<file path="src/design/ole_pkg.sv">
// shared constants and command codes for the ordered list engine
`default_nettype none
package ole_pkg;
    localparam int Capacity   = 64;
    localparam int ValueWidth = 32;
    localparam int AddrWidth  = $clog2(Capacity);
    localparam int CountWidth = $clog2(Capacity + 1);
    localparam int CmdWidth   = 3;
    localparam int InWidth    = 32;
    localparam int ResWidth   = 7;

    typedef logic [CmdWidth-1:0] cmd_t;
    localparam cmd_t CmdAdd     = 3'd0;
    localparam cmd_t CmdDelete  = 3'd1;
    localparam cmd_t CmdDedupe  = 3'd2;
    localparam cmd_t CmdReverse = 3'd3;
    localparam cmd_t CmdSorted  = 3'd4;
    localparam cmd_t CmdLength  = 3'd5;
endpackage
`default_nettype wire

</file>
<file path="src/design/ole_ram.sv">
// generic single-port-write, single-port-read ram with registered read
`default_nettype none
module ole_ram #(
    parameter int Width = 32,
    parameter int Depth = 64
) (
    input  wire logic                     aclk,
    input  wire logic                     wr_en,
    input  wire logic [$clog2(Depth)-1:0] wr_addr,
    input  wire logic [Width-1:0]         wr_data,
    input  wire logic [$clog2(Depth)-1:0] rd_addr,
    output logic      [Width-1:0]         rd_data
);
    logic [Width-1:0] mem [Depth];

    // write port and registered read port
    always_ff @(posedge aclk) begin
        if (wr_en) begin
            mem[wr_addr] <= wr_data;
        end
        rd_data <= mem[rd_addr];
    end
endmodule
`default_nettype wire

</file>
<file path="src/design/ordered_list_engine_unit.sv">
// ordered list engine: top level with sequencer over one element ram
// length answers from the count register; add, delete, sorted, reverse and dedupe walk the ram
// dedupe time is set by the single ram read port walking pairs of elements
// throughput: one item at a time; the next item is taken once the result register is free
// every stored element moves through the one read port and one write port of the ram
// reset: synchronous active-low aresetn clears the count and control; ram content stays
`default_nettype none
module ordered_list_engine_unit (
    input  wire logic        aclk,
    input  wire logic        aresetn,
    input  wire logic        s_valid,
    output logic             s_ready,
    input  wire logic [2:0]  s_command,
    input  wire logic [31:0] s_value,
    output logic             m_valid,
    input  wire logic        m_ready,
    output logic [6:0]       m_result
);
    localparam int AW = ole_pkg::AddrWidth;
    localparam int CW = ole_pkg::CountWidth;
    localparam int VW = ole_pkg::ValueWidth;

    typedef enum logic [3:0] {
        ST_IDLE, ST_SHIFT_RD, ST_SHIFT_WR, ST_SCAN_RD, ST_SCAN_CHK,
        ST_REV_RDA, ST_REV_RDB, ST_REV_WR,
        ST_DD_RDI, ST_DD_RDJ, ST_DD_CHK, ST_DONE
    } state_t;

    state_t             state_reg;
    ole_pkg::cmd_t      cmd_reg;
    logic [VW-1:0]      val_reg;
    logic [CW-1:0]      count_reg;
    logic [CW-1:0]      i_reg, j_reg, kept_reg;
    logic [VW-1:0]      hold_reg;
    logic               found_reg, first_reg;
    logic               m_valid_reg;
    logic [6:0]         m_result_reg;

    logic               wr_en;
    logic [AW-1:0]      wr_addr, rd_addr;
    logic [VW-1:0]      wr_data, rd_data;

    // element store
    ole_ram #(.Width(VW), .Depth(ole_pkg::Capacity)) u_ram (
        .aclk(aclk), .wr_en(wr_en), .wr_addr(wr_addr), .wr_data(wr_data),
        .rd_addr(rd_addr), .rd_data(rd_data)
    );

    assign s_ready  = (state_reg == ST_IDLE) && !m_valid_reg;
    assign m_valid  = m_valid_reg;
    assign m_result = m_result_reg;

    // ram address and write control
    always_comb begin
        wr_en   = 1'b0;
        wr_addr = i_reg[AW-1:0];
        wr_data = rd_data;
        rd_addr = i_reg[AW-1:0];
        case (state_reg)
            ST_SHIFT_WR: begin
                // shifted element, or the new value at the front
                wr_en   = 1'b1;
                wr_addr = AW'(i_reg + CW'(1));
                wr_data = (i_reg == {CW{1'b1}}) ? val_reg : rd_data;
            end
            ST_SCAN_CHK: begin
                // delete: after a match, copy each element one slot down
                wr_en   = found_reg && (cmd_reg == ole_pkg::CmdDelete);
                wr_addr = AW'(i_reg - CW'(1));
            end
            ST_REV_RDB: rd_addr = j_reg[AW-1:0];
            ST_REV_WR: begin
                wr_en   = 1'b1;
                wr_addr = i_reg[AW-1:0];
            end
            ST_DD_RDJ: rd_addr = j_reg[AW-1:0];
            ST_DD_CHK: begin
                wr_en   = (j_reg == kept_reg);
                wr_addr = kept_reg[AW-1:0];
                wr_data = hold_reg;
            end
            default: ;
        endcase
    end

    // sequencer
    always_ff @(posedge aclk) begin
        if (!aresetn) begin
            state_reg   <= ST_IDLE;
            count_reg   <= '0;
            m_valid_reg <= 1'b0;
        end else begin
            if (m_valid_reg && m_ready) begin
                m_valid_reg <= 1'b0;
            end
            case (state_reg)
                ST_IDLE: begin
                    if (s_valid && s_ready) begin
                        cmd_reg   <= s_command;
                        val_reg   <= VW'(signed'(s_value));
                        found_reg <= 1'b0;
                        first_reg <= 1'b1;
                        kept_reg  <= '0;
                        m_result_reg <= '0;
                        case (s_command)
                            ole_pkg::CmdAdd: begin
                                if (count_reg >= CW'(ole_pkg::Capacity)) begin
                                    state_reg <= ST_DONE;
                                end else begin
                                    i_reg     <= count_reg - CW'(1);
                                    state_reg <= (count_reg == '0) ? ST_SHIFT_WR
                                                                   : ST_SHIFT_RD;
                                end
                            end
                            ole_pkg::CmdDelete, ole_pkg::CmdSorted: begin
                                i_reg     <= '0;
                                m_result_reg <= (s_command == ole_pkg::CmdSorted)
                                                ? 7'd1 : 7'd0;
                                state_reg <= (count_reg == '0) ? ST_DONE : ST_SCAN_RD;
                            end
                            ole_pkg::CmdDedupe: begin
                                i_reg     <= '0;
                                state_reg <= (count_reg == '0) ? ST_DONE : ST_DD_RDI;
                            end
                            ole_pkg::CmdReverse: begin
                                i_reg     <= '0;
                                j_reg     <= count_reg - CW'(1);
                                state_reg <= (count_reg < CW'(2)) ? ST_DONE : ST_REV_RDA;
                            end
                            ole_pkg::CmdLength: begin
                                m_result_reg <= 7'(count_reg);
                                state_reg    <= ST_DONE;
                            end
                            default: state_reg <= ST_DONE;
                        endcase
                    end
                end
                // add: move elements up from the back, then write the front
                ST_SHIFT_RD: state_reg <= ST_SHIFT_WR;
                ST_SHIFT_WR: begin
                    if (i_reg == {CW{1'b1}}) begin
                        count_reg    <= count_reg + CW'(1);
                        m_result_reg <= 7'd1;
                        state_reg    <= ST_DONE;
                    end else if (i_reg == '0) begin
                        i_reg     <= {CW{1'b1}};
                        state_reg <= ST_SHIFT_WR;
                    end else begin
                        i_reg     <= i_reg - CW'(1);
                        state_reg <= ST_SHIFT_RD;
                    end
                end
                ST_SCAN_RD: state_reg <= ST_SCAN_CHK;
                ST_SCAN_CHK: begin
                    state_reg <= ST_SCAN_RD;
                    i_reg     <= i_reg + CW'(1);
                    hold_reg  <= rd_data;
                    if (cmd_reg == ole_pkg::CmdDelete) begin
                        if (!found_reg && rd_data == val_reg) begin
                            found_reg <= 1'b1;
                        end
                        if (i_reg + CW'(1) == count_reg) begin
                            state_reg <= ST_DONE;
                            if (found_reg || rd_data == val_reg) begin
                                count_reg    <= count_reg - CW'(1);
                                m_result_reg <= 7'd1;
                            end
                        end
                    end else begin
                        if (i_reg != '0 && $signed(hold_reg) > $signed(rd_data)) begin
                            m_result_reg <= 7'd0;
                            state_reg    <= ST_DONE;
                        end else if (i_reg + CW'(1) == count_reg) begin
                            state_reg <= ST_DONE;
                        end
                    end
                end
                // reverse: swap the pair i, j
                ST_REV_RDA: state_reg <= ST_REV_RDB;
                ST_REV_RDB: begin
                    hold_reg  <= rd_data;
                    state_reg <= ST_REV_WR;
                end
                ST_REV_WR: begin
                    if (first_reg) begin
                        // wrote b at i; the read of i this cycle still returns a, write it at j
                        first_reg <= 1'b0;
                        i_reg     <= j_reg;
                        j_reg     <= i_reg;
                    end else begin
                        first_reg <= 1'b1;
                        if (j_reg + CW'(1) >= i_reg - CW'(1)) begin
                            state_reg <= ST_DONE;
                        end else begin
                            i_reg     <= j_reg + CW'(1);
                            j_reg     <= i_reg - CW'(1);
                            state_reg <= ST_REV_RDA;
                        end
                    end
                end
                // dedupe: hold element i, compare with kept entries 0..kept-1
                ST_DD_RDI: state_reg <= ST_DD_RDJ;
                ST_DD_RDJ: begin
                    if (first_reg) begin
                        hold_reg  <= rd_data;
                        first_reg <= 1'b0;
                        j_reg     <= '0;
                        state_reg <= (kept_reg == '0) ? ST_DD_CHK : ST_DD_RDJ;
                    end else begin
                        state_reg <= ST_DD_CHK;
                    end
                end
                ST_DD_CHK: begin
                    if (j_reg != kept_reg && rd_data != hold_reg) begin
                        j_reg     <= j_reg + CW'(1);
                        state_reg <= (j_reg + CW'(1) == kept_reg) ? ST_DD_CHK : ST_DD_RDJ;
                    end else begin
                        if (j_reg == kept_reg) begin
                            kept_reg <= kept_reg + CW'(1);
                        end
                        first_reg <= 1'b1;
                        if (i_reg + CW'(1) == count_reg) begin
                            count_reg    <= (j_reg == kept_reg) ? kept_reg + CW'(1) : kept_reg;
                            m_result_reg <= 7'(count_reg - ((j_reg == kept_reg)
                                            ? kept_reg + CW'(1) : kept_reg));
                            state_reg    <= ST_DONE;
                        end else begin
                            i_reg     <= i_reg + CW'(1);
                            state_reg <= ST_DD_RDI;
                        end
                    end
                end
                ST_DONE: begin
                    m_valid_reg <= 1'b1;
                    state_reg   <= ST_IDLE;
                end
                default: state_reg <= ST_IDLE;
            endcase
        end
    end

    // count never exceeds capacity
    a_count_cap: assert property (@(posedge aclk) disable iff (!aresetn)
        count_reg <= CW'(ole_pkg::Capacity))
        else $error("count above capacity");
    // no item taken while a result waits
    a_no_accept_busy: assert property (@(posedge aclk) disable iff (!aresetn)
        m_valid_reg |-> !s_ready)
        else $error("input taken while result pending");
    // a result follows the done state
    a_done_valid: assert property (@(posedge aclk) disable iff (!aresetn)
        state_reg == ST_DONE |=> m_valid_reg)
        else $error("result not raised after done");
    // count only changes while busy
    a_count_idle: assert property (@(posedge aclk) disable iff (!aresetn)
        (state_reg == ST_IDLE && $past(state_reg) == ST_IDLE && $past(aresetn))
        |-> $stable(count_reg))
        else $error("count moved while idle");
endmodule
`default_nettype wire
</file>
<file path="config.mk">
export PLATFORM = sky130hd
export DESIGN_NAME = ordered_list_engine_unit
export DESIGN_NICKNAME = d
export VERILOG_FILES = /design/src/design/ole_pkg.sv /design/src/design/ole_ram.sv /design/src/design/ordered_list_engine_unit.sv
export SDC_FILE = /design/constraint.sdc
export NUM_CORES = 2
export LEC_CHECK = 0
export ABC_AREA = 1
export BUFFER_PORTS_ARGS = -buffer_cell sky130_fd_sc_hd__buf_2
export CORE_AREA = 5 5 557 559
export DETAILED_ROUTE_END_ITERATION = 12
export DIE_AREA = 0 0 562 564
export PLACE_DENSITY_LB_ADDON = 0.12
export RECOVER_POWER = 50
export SYNTH_ARGS = -nofsm -noshare
export SYNTH_HDL_FRONTEND = slang
export SYNTH_HIERARCHICAL = 1
export SYNTH_SLANG_ARGS = --single-unit
</file>
<file path="constraint.sdc">
create_clock -name aclk -period 10.08 [get_ports aclk]
set_input_delay 0.504 -clock aclk [delete_from_list [all_inputs] [get_ports aclk]]
set_output_delay 0.504 -clock aclk [all_outputs]
set_load 0.01 [all_outputs]
</file>
==> summary.txt <==
STA
  • Max Fclk: 131 MHz
  • Max Slew Vio Count: 1762
  • Final period util: 76.0%
  • Final setup margin: 2420 ps
  • Max_slew headroom: -177%
  • RSZ-0062 raised after global routing: no
  • Sum Neg Setup Slack: 0 ps
  • Hold slack: 282 ps
  • Measured slew at the worst slew-check pin: 4150 ps
  • Worst Clk Skew: 64.5 ps
  • Final Hold Fails: 0
  • Tmin final: 7660 ps
  • Final number of setup-violating endpoints: 0

Global route
  • GRT Util Overall: 19.1%
  • Largest net degree at the start of global routing: 227
  • Grt total ovfl: 0
  • Vias in the first global route: 58300
  • Antenna violations before repair: 11
  • Global-route wire length before repair: 442 mm

Critical path
  • Slowest cell on crit path: clkbuf_1
  • Setup Crit Path Kind: reg2reg
  • Crit-path cells: nand2_1, nor2_1, inv_1, a31oi_1, nor2_4, clkbuf_1, o221ai_4, clkbuf_1
  • CP Capture Type: register
  • CP required: 10140 ps
  • Worst Path Arrival: 7720 ps
  • Critical Path Source Type: register
  • CP top delay family: buffers and inverters
  • Buf+Inv Stages, Crit Path: 3
  • Critical Path Fanout Max: 64
  • CP most frequent cell: clkbuf_1
  • CP max stage delay: 2920 ps

Clocking
  • CTS Root Cell: clkbuf_16
  • CTS Hold Buffers Added: 37
  • CTS clock-pin slew for the worst setup and hold paths: 60 ps
  • CTS sink count: 2189
  • Worst-skew pair later-pin latency: 900 ps
  • TritonCTS buffer count: 240
  • CTS tree: yes
  • Clock tree buffer depth: 4
  • CTS HTree Levels: 4
  • PostCTS Resize Cnt: 0
  • Post-CTS Setup Inserts: 0

Drt
  • DRC: 0
  • DRT iter0 DRCs: 5786
  • Pre-Repair DR Iteration Count: 5
  • Wire per inst: 25.8 microns
  • Detailed Route WL: 312 mm
  • Antenna-violating nets left: 0
  • DR vias: 61100
  • Vias/cell: 5.06

Synthesis
  • Post-Synth XOR/XNOR Area: 0.519%
  • Compound-Gate Fraction of Synth Area: 1.15%
  • Top_reg_cell synth: edfxtp_1
  • Yosys top cell area share: 70.7%
  • Avg Synthesized Cell Area: 11.6 sq um
  • Synth Warn #: 6
  • Post-Synth Adder-Cell Area: 0.764%
  • Post-Syn Instances: 7871
  • Seq/Total Area, Yosys: 71.7%
  • Largest family of logic cells by synthesized area: simple AND/OR/NAND/NOR gates
  • Post-synth cell types: 48
  • Largest cells by area after synthesis: edfxtp_1, nand3_1, nand2_1
  • Synthesis-stage register bit count: 2189
  • Mux contribution to synthesized area: 0%
  • Post-synth EDFFs: 2145
  • Area leader, netlist: edfxtp_1
  • Netlist Area Pre-Place: 0.0911 sq mm
  • Most common cell in the netlist: nand2_1
  • Syn_nets: 7965
  • Post-synth top cells: nand2_1, edfxtp_1, nand3_1
  • Asr flop ratio synth: 0%
  • Post-synthesis simple-gate area fraction: 22.5%

Cells and area
  • Util after Layout: 34.0%
  • Finished Cell Area: 0.104 sq mm
  • Biggest register: u_ram/mem
  • Share of cells above drive strength 1: 7.20%
  • Non-Filler Instances: 12100
  • Seq. cell area: 0.0653 sq mm
  • Fillers: 30200
  • # nets final: 7984
  • Largest register FFs: 2048
  • Area of the multi-input gates: 0.0233 sq mm
  • P&R area growth vs syn: 13.7%

Pwr
  • Power Total: 31.2 mW
  • Max IR drop VDD: 234 uV
  • Power Dens Cells: 302 mW/mm^2
  • Leakage power: 36.2 nW

Placed design
  • Setup WS pre-CTS: 4610 ps
  • Port Buf Inserts: 47
  • Hpwl dp: 160 mm
  • Inst Count DP: 11600
  • DP Area: 0.0961 sq mm
  • Placer Congestion: 0.847

Floorplanning
  • Die width: 562 microns
  • Cell row count: 203
  • Initial core utilization: 29.9%
  • I/O pin count: 48
  • Die area: 0.317 sq mm
  • Chip height: 564 microns
  • Placeable Area: 0.305 sq mm

Run
  • Maximum Capacitance Violations: 35

Hold path
  • Worst min path class: in2reg

Run status
  • Failing checks: max-capacitance violations, max-slew violations
  • Status: finished with violations
==> per-layer routing <==
layer	part of all wire [%]	up-vias	global-route usage [%]
li1	-	27800	-
met1	47	31100	28.3
met2	45	1822	29.9
met3	5.6	379	2.11
met4	2.3	2	4.60
met5	0.0022	-	0
==> cell type report <==
class / count / share of cell area, %
tap: 3997 / 4.83
inverter: 175 / 0.670
multi-input combinational: 5030 / 22.5
sequential: 2189 / 63.1
antenna: 9 / 0.0218
clock buffer: 305 / 6.09
clock inverter: 131 / 0.903
timing repair buffer: 254 / 1.87
==> path summary, 6_finish.rpt <==
kind | from | end | slack (ps) | cells after the start
setup reg to reg | state_reg[1] | u_ram/mem[25][13] | 2420 | 8
hold / removal | s_valid | state_reg[3] | 280 | 5
setup / recovery | state_reg[1] | u_ram/mem[25][13] | 2420 | 8
hold reg to reg | u_ram/rd_data[28] | hold_reg[28] | 610 | 0
==> kinds of logic after synthesis <==
family | Yosys count
simple gates | 4754
flops | 2189
buf+inv | 652
compound gates | 167
fa+ha+maj | 55
xor+xnor | 54
==> worst min-delay path: stages <==
cell     delay [ps]
buf_2           110
a21oi_1         120
nor2_1          220
nand2_1          80
nor2_1           90
==> layout by cell type (no fill, tap or decap), types with 36 or more instances in the layout <==
cell / synthesis / final
clkbuf_1: 92 / 110
clkbuf_16: 0 / 241
dlygate4sd3_1: 0 / 37
clkinv_2: 0 / 36
clkinv_1: 0 / 71
nand2_1: 2579 / 2581
nor2_4: 2 / 63
ha_1: 54 / 54
nand3_1: 1970 / 1970
buf_4: 43 / 118
a21oi_1: 54 / 54
dfxtp_1: 44 / 44
edfxtp_1: 2145 / 2145
nor2_1: 148 / 89
inv_1: 158 / 160
==> power by group <==
| part | internal [mW] | total, mW | switching (mW) |
|---|---|---|---|
| sequential | 12.2 | 12.6 | 0.380 |
| clock | 4.67 | 8.30 | 3.64 |
| combinational | 2.11 | 10.3 | 8.22 |
Power figures use the tool's default switching activity.
